**src/hdl/bdpc_pkg.sv**
```systemverilog
// Shared types and constants for the button debounce and press classifier.
`default_nettype none
package bdpc_pkg;

	localparam int TIME_BITS = 32;
	localparam int CFG_BITS  = 16;

	localparam logic [1:0] CMD_TICK   = 2'd0;
	localparam logic [1:0] CMD_CHANGE = 2'd1;
	localparam logic [1:0] CMD_QUERY  = 2'd2;

	localparam logic [1:0] CLASS_NONE   = 2'd0;
	localparam logic [1:0] CLASS_SHORT  = 2'd1;
	localparam logic [1:0] CLASS_MEDIUM = 2'd2;
	localparam logic [1:0] CLASS_LONG   = 2'd3;

	localparam logic [1:0] REG_DEBOUNCE = 2'd0;
	localparam logic [1:0] REG_MEDIUM   = 2'd1;
	localparam logic [1:0] REG_LONG     = 2'd2;
	localparam logic [1:0] REG_RELEASED = 2'd3;

	localparam logic [CFG_BITS-1:0] DEBOUNCE_RESET = 16'd50;
	localparam logic [CFG_BITS-1:0] MEDIUM_RESET   = 16'd500;
	localparam logic [CFG_BITS-1:0] LONG_RESET     = 16'd1000;
	localparam logic                RELEASED_RESET = 1'b1;

	typedef logic [TIME_BITS-1:0] time_val_t;

	typedef struct packed {
		logic [1:0] command;
		logic       pin_level;
	} item_t;

	typedef struct packed {
		logic [1:0] press_class;
		logic       event_pending;
	} result_t;

	typedef struct packed {
		logic [CFG_BITS-1:0] debounce_ms;
		logic [CFG_BITS-1:0] medium_press_ms;
		logic [CFG_BITS-1:0] long_press_ms;
		logic                idle_level;
	} cfg_t;

endpackage
`default_nettype wire

```
**src/hdl/bdpc_core.sv**
```systemverilog
// Debounce and press classification state with its update logic.
`default_nettype none
module bdpc_core (
	input  wire             clk,
	input  wire             arst_n,
	input  wire             step,
	input  bdpc_pkg::item_t   item,
	input  bdpc_pkg::cfg_t    cfg,
	output bdpc_pkg::result_t result
);
	import bdpc_pkg::*;

	time_val_t  time_now_q;
	time_val_t  last_change_q;
	time_val_t  press_start_q;
	logic       stable_level_q;
	logic [1:0] stored_class_q;
	logic       pending_q;

	time_val_t  since_change;
	time_val_t  held;
	logic       lockout;
	logic       accept_change;
	logic       is_release;
	logic [1:0] new_class;
	logic       query_hit;

	assign since_change  = time_now_q - last_change_q;
	assign held          = time_now_q - press_start_q;
	assign lockout       = since_change < TIME_BITS'(cfg.debounce_ms);
	assign accept_change = (item.command == CMD_CHANGE) && !lockout
		&& (item.pin_level != stable_level_q);
	assign is_release    = item.pin_level == cfg.idle_level;
	assign query_hit     = (item.command == CMD_QUERY) && pending_q;

	always_comb begin
		if (!is_release) begin
			new_class = CLASS_NONE;
		end else if (held >= TIME_BITS'(cfg.long_press_ms)) begin
			new_class = CLASS_LONG;
		end else if (held >= TIME_BITS'(cfg.medium_press_ms)) begin
			new_class = CLASS_MEDIUM;
		end else begin
			new_class = CLASS_SHORT;
		end
	end

	always_comb begin
		result.press_class   = query_hit ? stored_class_q : CLASS_NONE;
		result.event_pending = accept_change ? 1'b1 : (query_hit ? 1'b0 : pending_q);
	end

	always_ff @(posedge clk or negedge arst_n) begin
		if (!arst_n) begin
			time_now_q     <= '0;
			last_change_q  <= '0;
			press_start_q  <= '0;
			stable_level_q <= RELEASED_RESET;
			stored_class_q <= CLASS_NONE;
			pending_q      <= 1'b0;
		end else if (step) begin
			if (item.command == CMD_TICK) begin
				time_now_q <= time_now_q + time_val_t'(1);
			end
			if (accept_change) begin
				stable_level_q <= item.pin_level;
				last_change_q  <= time_now_q;
				stored_class_q <= new_class;
				if (!is_release) begin
					press_start_q <= time_now_q;
				end
			end
			pending_q <= result.event_pending;
		end
	end

endmodule
`default_nettype wire

```
**src/hdl/button_debounce_press_classifier.sv**
```systemverilog
// Top level of the button debounce and press classifier.
//
//   Channel   Direction  Contents
//   s_axis    in         tuser[1:0] command, tdata[0] pin_level
//   m_axis    out        tdata[1:0] press_class, tdata[2] event_pending
//   cfg       in         cfg_index register number, cfg_data value (always ready)
//
// Every item gives one result, registered in the output register when the item leaves
// the input register; one item can be taken in every cycle while the output is not
// stalled. All classifier state updates happen in the cycle an item leaves the input
// register. A stalled output holds its result and the input register, and new items
// are refused only while both are full. Reset gives the listed register defaults and
// zero time.
`default_nettype none
module button_debounce_press_classifier (
	input  wire        clk,
	input  wire        arst_n,
	input  wire        s_tvalid,
	output logic       s_tready,
	input  wire  [7:0] s_tdata,   // [0] pin_level, [7:1] zero
	input  wire  [1:0] s_tuser,   // [1:0] command
	output logic       m_tvalid,
	input  wire        m_tready,
	output logic [7:0] m_tdata,   // [1:0] press_class, [2] event_pending, [7:3] zero
	input  wire        cfg_valid,
	output logic       cfg_ready,
	input  wire  [1:0] cfg_index,
	input  wire [15:0] cfg_data
);
	import bdpc_pkg::*;

	item_t   item_s1;
	logic    valid_s1;
	result_t result_q;
	logic    out_valid_q;
	result_t core_result;
	cfg_t    cfg_q;
	logic    advance;

	assign advance   = valid_s1 && (!out_valid_q || m_tready);
	assign s_tready  = !valid_s1 || advance;
	assign cfg_ready = 1'b1;
	assign m_tvalid  = out_valid_q;
	assign m_tdata   = {5'b0, result_q.event_pending, result_q.press_class};

	always_ff @(posedge clk or negedge arst_n) begin
		if (!arst_n) begin
			cfg_q.debounce_ms     <= DEBOUNCE_RESET;
			cfg_q.medium_press_ms <= MEDIUM_RESET;
			cfg_q.long_press_ms   <= LONG_RESET;
			cfg_q.idle_level      <= RELEASED_RESET;
		end else if (cfg_valid) begin
			case (cfg_index)
				REG_DEBOUNCE: cfg_q.debounce_ms     <= cfg_data;
				REG_MEDIUM:   cfg_q.medium_press_ms <= cfg_data;
				REG_LONG:     cfg_q.long_press_ms   <= cfg_data;
				REG_RELEASED: cfg_q.idle_level      <= cfg_data[0];
				default: begin
				end
			endcase
		end
	end

	always_ff @(posedge clk or negedge arst_n) begin
		if (!arst_n) begin
			valid_s1    <= 1'b0;
			out_valid_q <= 1'b0;
		end else begin
			if (s_tready) begin
				valid_s1 <= s_tvalid;
			end
			if (advance) begin
				out_valid_q <= 1'b1;
			end else if (m_tready) begin
				out_valid_q <= 1'b0;
			end
		end
	end

	always_ff @(posedge clk) begin
		if (s_tready && s_tvalid) begin
			item_s1.command   <= s_tuser;
			item_s1.pin_level <= s_tdata[0];
		end
		if (advance) begin
			result_q <= core_result;
		end
	end

	bdpc_core u_core (
		.clk    (clk),
		.arst_n (arst_n),
		.step   (advance),
		.item   (item_s1),
		.cfg    (cfg_q),
		.result (core_result)
	);

endmodule
`default_nettype wire

```
**config.mk**
```make
export PLATFORM = sky130hd
export DESIGN_NAME = button_debounce_press_classifier
export DESIGN_NICKNAME = d
export VERILOG_FILES = /design/src/hdl/bdpc_pkg.sv /design/src/hdl/bdpc_core.sv /design/src/hdl/button_debounce_press_classifier.sv
export SDC_FILE = /design/constraint.sdc
export NUM_CORES = 1
export LEC_CHECK = 0
export CORE_ASPECT_RATIO = 0.8
export CORE_MARGIN = 1.5
export CORE_UTILIZATION = 65
export CTS_CLUSTER_SIZE = 14
export DETAILED_ROUTE_END_ITERATION = 8
export DONT_BUFFER_PORTS = 1
export GPL_TIMING_DRIVEN = 0
export MAX_ROUTING_LAYER = met4
export PLACE_DENSITY = 0.78
export RECOVER_POWER = 25
export SYNTH_ARGS = -nofsm -noshare
export SYNTH_HDL_FRONTEND = slang
export SYNTH_HIERARCHICAL = 1
export SYNTH_SLANG_ARGS = --single-unit
```
**constraint.sdc**
```tcl
create_clock -name clk -period 5.15 [get_ports clk]
set_clock_uncertainty 0.15 [all_clocks]
set_input_delay 0.515 -clock clk [delete_from_list [all_inputs] [get_ports clk]]
set_output_delay 0.515 -clock clk [all_outputs]
set_load 0.01 [all_outputs]
```
; ---- Word-level counts from Yosys, hierarchy flattened
; Index checks and enable logic that the tools add are counted.
[classes]
n_eq_ne = 7
shift = 0
n_reduce_logical = 20
div = 0
n_mul = 0
add_sub_neg = 3
order_cmp = 3
n_bitwise = 1
mux = 7
[ops]
columns = cell, count
row1 = >= comparator 32 x 16 -> 1 bit, 2
row2 = subtractor 32 bit, 2
row3 = adder 32 x 1 -> 32 bit (second input constant), 1
row4 = < comparator 32 x 16 -> 1 bit, 1
row5 = AND reduction 2 bit, 6
row6 = == test 2 bit (second input constant), 3
row7 = 2-to-1 mux 2 bit, 3
row8 = logical AND 1 bit, 5
row9 = == test 2 x 1 -> 1 bit (second input constant), 2
row10 = logical NOT 2 bit, 2
row11 = 2-to-1 mux 1 bit, 4
row12 = logical NOT 1 bit, 3
row13 = AND reduction 3 bit, 1
row14 = logical OR 1 bit, 2
row15 = nonzero test 2 bit, 1
row16 = == test 1 bit, 1
row17 = != test 1 bit, 1
row18 = NOT 1 bit, 1
[word_totals]
latchBits = 0
mem_count = 0
romBits = 0
reg_bits = 157
output_inout_bits = 11
word_cells = 57
inputBits = 33
ram_bits = 0

; ---- Logic depth before layout (Yosys ltp)
[depth]
depth_word = 6
ltp_mapped = 22
ltp_nobuf = 22

; ---- Cells and area by module
; Netlist, hierarchy kept.
[modules_own_cells]
columns = mod, instances, cells_per_inst, area_each_um2, seq_area_each_um2
row1 = bdpc_core, 1, 1048, 9103.7, 2503.7
row2 = button_debounce_press_classifier, 1, 127, 2198.4, 1476.4

; ---- Least setup slack after synthesis
; OpenSTA, ideal clock, no wires.
[synth_path]
kind = flip-flop to flip-flop
from = register u_core.time_now_q[0]
to = register u_core.stored_class_q[0]
setup_time_ns = 0.127
n_path_buf = 0
required_time_ns = 4.873
path_stages_with_launch = 23
synth_period_minus_slack_ns = 4.734
arrival_ns = 4.456
slack_ns = 0.416
path_cell_list = dfrtp_1 inv_1 ha_1 fa_1 nor2b_1 o2111ai_1 a21oi_1 nor2_1 o21ai_0 nand3_1 nand2_1 xor2_1 ha_1 a21oi_1 nand2_1 a21o_1 a2111oi_0 nand4_1 a2111oi_0 nand4_1 nor4_1 a41oi_1 mux2_1
[synth_between]
elab_chain_cells = 6
word_cells_on_any_way = 12
classes_between = add/sub: 2 / order compare: 3 / mux: 3 / reduce/logical: 4
[synth_lines]
columns = item, line
row1 = "start, declared", bdpc_core.sv:13  ; time_val_t time_now_q;
row2 = "start signal, assigned", bdpc_core.sv:63  ; time_now_q <= time_now_q + time_val_t'(1);
row3 = subtractor 32 bit, bdpc_core.sv:28  ; assign since_change = time_now_q - last_change_q;
row4 = < comparator 32 x 16 -> 1 bit, bdpc_core.sv:30  ; assign lockout = since_change < TIME_BITS'(cfg.debounce_ms);
row5 = logical NOT 1 bit, bdpc_core.sv:31  ; assign accept_change = (item.command == CMD_CHANGE) && !lockout
row6 = logical AND 1 bit, bdpc_core.sv:31
row7 = logical AND 1 bit, bdpc_core.sv:32  ; && (item.pin_level != stable_level_q);
row8 = AND reduction 2 bit (no source line), --
row9 = "end signal, assigned", bdpc_core.sv:68  ; stored_class_q <= new_class;
row10 = "end, declared", bdpc_core.sv:17  ; logic [1:0] stored_class_q;
; Several ways; a longest one is shown, not always the timed one.
; A chain may end at the register's enable or synchronous reset.

; ---- Worst setup path after layout
[layout_path]
from = register u_core.time_now_q[6]
to = register u_core.press_start_q[4]
[layout_between]
elab_chain_cells = 6
[layout_lines]
columns = item, line
row1 = subtractor 32 bit, bdpc_core.sv:28
row2 = < comparator 32 x 16 -> 1 bit, bdpc_core.sv:30
row3 = logical NOT 1 bit, bdpc_core.sv:31
row4 = logical AND 1 bit, bdpc_core.sv:31
row5 = logical AND 1 bit, bdpc_core.sv:32
row6 = AND reduction 3 bit (no source line), --
row7 = "end signal, assigned", bdpc_core.sv:70  ; press_start_q <= time_now_q;
row8 = "end, declared", bdpc_core.sv:15  ; time_val_t press_start_q;
; No other way between the ends.

==> out/results.txt <==
Number of fill cells: 1173
Clock Sinks: 157
Max Slew Vio Count: 0
Post-Syn Area: 11300 µm²
Clk buf depth: 2
Final period util: 97.5%
Area grow syn2layout: 11.2%
Worst skew pair latency: 0.42 ns
Most common cell after layout, fill and taps aside: dfrtp_1
Vias post-DR: 9217
Worst min path class: in -> reg
Total Routing Usage GR: 33.3%
I/O pin cnt: 44
R2R depth: 20
DR iter-0 viols: 853
Tmin final: 5.02 ns
EDFF count, synth: 6
Num CTS Buffers: 17
FF/Latch Area: 3980 µm²
RR Endpoint: u_core/press_start_q[4]
Critical Path Start Type: flop
Post-Synthesis Cells: 1175
Global-route wire length before repair: 45.5 mm
Crit. Startpoint: u_core/time_now_q[6]
Dpl cells: 1399
Hold Startpoint: s_tuser[0]
Async set-reset flop share out of synthesis: 96.2%
Worst-path clk slew: 0.07 ns
Status: finished, final reports clean
Vias per cell: 6.38
Synth Register Bits: 157
Worst r2r src: u_core/time_now_q[6]
Pre-CTS WS: -0.664 ns
Total number of H-tree levels: 4
PortBufs: 0
Leak: 0.00614 µW
Cell Pwr Density: 542 nW/µm²
Die height: 121 µm
Sequential share of the synthesized area: 35.2%
Yosys cell types: 75
Worst slew pin tran: 1.38 ns
Top FF cell, synth: dfrtp_1
Vias in the first global route: 8774
CTS root buf: clkbuf_16
DRC: 0
Most frequent cells in the layout: dfrtp_1, inv_1, ha_1, nand2_1, a21oi_1
Crit Path Category: reg -> reg
Initial antenna violation count: 1
Layout Cells excl Fill: 1445
CTS tree: yes
Worst-path fanout max: 9
Initial Utilization: 67.4%
FF-to-FF setup slack: 0.13 ns
Max_cap viols: 0
Critical Path AT: 5.17 ns
Cell Rows: 42
Endpoints failing setup: 0
Multi-input combinational cell area: 6810 µm²
Remaining global-route overflow: 0
Endpoint class of the critical path: flop
Die area: 18200 µm²
GPL Wtd Cong: 0.929
Synth Warn #: 6
Nets: 1357
Drt wl/cell: 20.1 µm
Share of layout cells above drive strength 1: 14.0%
Fin. Hold Viols: 0
Area of the core: 16800 µm²
VDD IR max: 434 µV
F_max: 199 MHz
Largest net degree at the start of global routing: 152
Routed Wire Length: 29.1 mm
Mean area per synthesized cell: 9.62 µm²
Worst EP required: 5.30 ns
Diode count: 0
DRT Pass-1 Iters: 7
Worst slew margin: 7.90%
Final worst slack: 0.130 ns
Final Power: 6810 µW
Die Wd: 150 µm
Worst setup path end: u_core/press_start_q[4]
Post-route ant nets: 0
Post-DP HPWL: 21.3 mm
-- per-stage QoR --
stage | utilization [%] | setup TNS (ns) | hold WS, ns | area, µm²
2_1_floorplan | - | 0 | 0.0694 | 11300
5_1_grt | 75.0 | -0.0167 | 0.0144 | 12600
3_5_place_dp | 69.2 | -21.10 | 0.0723 | 11600
3_3_place_gp | 69.2 | -16.15 | 0.0729 | 11600
6_report | 75.0 | 0 | 0.0329 | 12600
4_1_cts | 73.3 | 0 | 0.0196 | 12300
-- logic make-up (layout without fill, tap and decap cells) --
logic type	Yosys count	after routing	share of synthesized area, %
DFF	157	157	35.2
adders and majority gates	112	112	12.5
buffers and inverters	160	206	6.23
muxes	121	121	12.0
and+or+nand+nor	288	288	13.2
other	2	6	0.0664
AOI/OAI and AO/OA	262	262	15.1
xor gates and xnor gates	73	73	5.66
-- report_power, final --
part / switching [µW] / total (µW) / leakage, µW / internal [µW]
clock network: 588 / 1230 / 0.000285 / 645
registers: 119 / 1520 / 0.00200 / 1410
logic: 2250 / 4050 / 0.00385 / 1800
-- critical path, cell delays in order, from the launching register on --
cell and delay, ns:
dfrtp_2 0.48, ha_2 0.37, a21o_1 0.23, a211oi_2 0.32
a21oi_2 0.14, o21ai_1 0.22, nand2_1 0.10, xor2_1 0.16
ha_1 0.30, nand4_1 0.11, nor2_1 0.09, a211oi_2 0.33
o211ai_1 0.15, nor3_1 0.23, o2111ai_1 0.17, nor4b_2 0.30
nand4_2 0.13, buf_8 0.18, nand3_4 0.20, clkbuf_16 0.21
mux2_1 0.32
-- metal layers --
metal	vias to the layer above	GRT usage (%)	part of all wire (%)
li1	4295	-	-
met1	4536	47.3	46
met2	346	48.2	44
met3	40	7.22	7.9
met4	0	9.13	1.9
met5	-	-	0
-- repair_timing --
action,in CTS,in global routing
hold buffers,2,0
setup buffers,5,6
pin swaps,5,16
endpoints found under the setup margin,68,67
gates resized for setup,13,46
gates cloned,0,3
endpoints found under the hold margin,151,0
-- how the worst min path moves through the flow --
stage	slack, ns	to	depth (start not counted)
global placement	0.07	cfg_q[47]	0
global route	0.01	item_s1[1]	0
CTS	0.02	item_s1[1]	0
floorplan	0.07	cfg_q[11]	0
finish	0.03	item_s1[1]	0
detailed placement	0.07	cfg_q[47]	0
-- flip-flops by register name (all words and copies together), names as in the netlist --
signal and count:
u_core/press_start_q 32, u_core/stable_level_q 1, m_tdata 3, cfg_q 49, u_core/stored_class_q 2, u_core/pending_q 1
valid_s1 1, m_tvalid 1, item_s1 3, u_core/last_change_q 32, u_core/time_now_q 32
-- cells in the mapped netlist, types with 6 or more instances --
library cell  number  area share [%]
o21ai_1           13            0.58
buf_4              7            0.46
nand4_1           35             1.9
ha_1             110              12
a21o_1            29             1.9
and3_1             9            0.50
nand2b_1          12            0.66
mux2_2            50             5.0
o21ai_0           43             1.9
mux2_1            65             6.5
o211ai_1          12            0.80
xnor2_1           50             3.9
nand2_1           80             2.7
edfxtp_1           6             1.6
or3_1              8            0.44
xor2_1            23             1.8
clkbuf_1          16            0.53
nor2_1            55             1.8
o2111ai_1          7            0.54
nand3_1           25             1.1
and4_1             6            0.46
a211oi_1          15             1.0
o21a_1            17             1.1
nor3_1            16            0.71
inv_1            125             4.2
dfstp_2           17             4.0
a31oi_1            8            0.44
nor2b_1            8            0.44
mux2i_1            6            0.53
and2_1             7            0.39
a21oi_1           74             3.3
dfrtp_1          134              30
-- layout make-up --
type | count | share of cell area (%)
plain buffers | 32 | 1.86
repair buffers | 16 | 1.64
flip-flops and latches | 157 | 31.7
well taps | 220 | 2.19
multi-input cells | 862 | 54.2
clock buffers | 17 | 3.39
clock inverters | 15 | 1.23
inverters | 126 | 3.76
No activity file was read; power rests on OpenSTA's default activity.
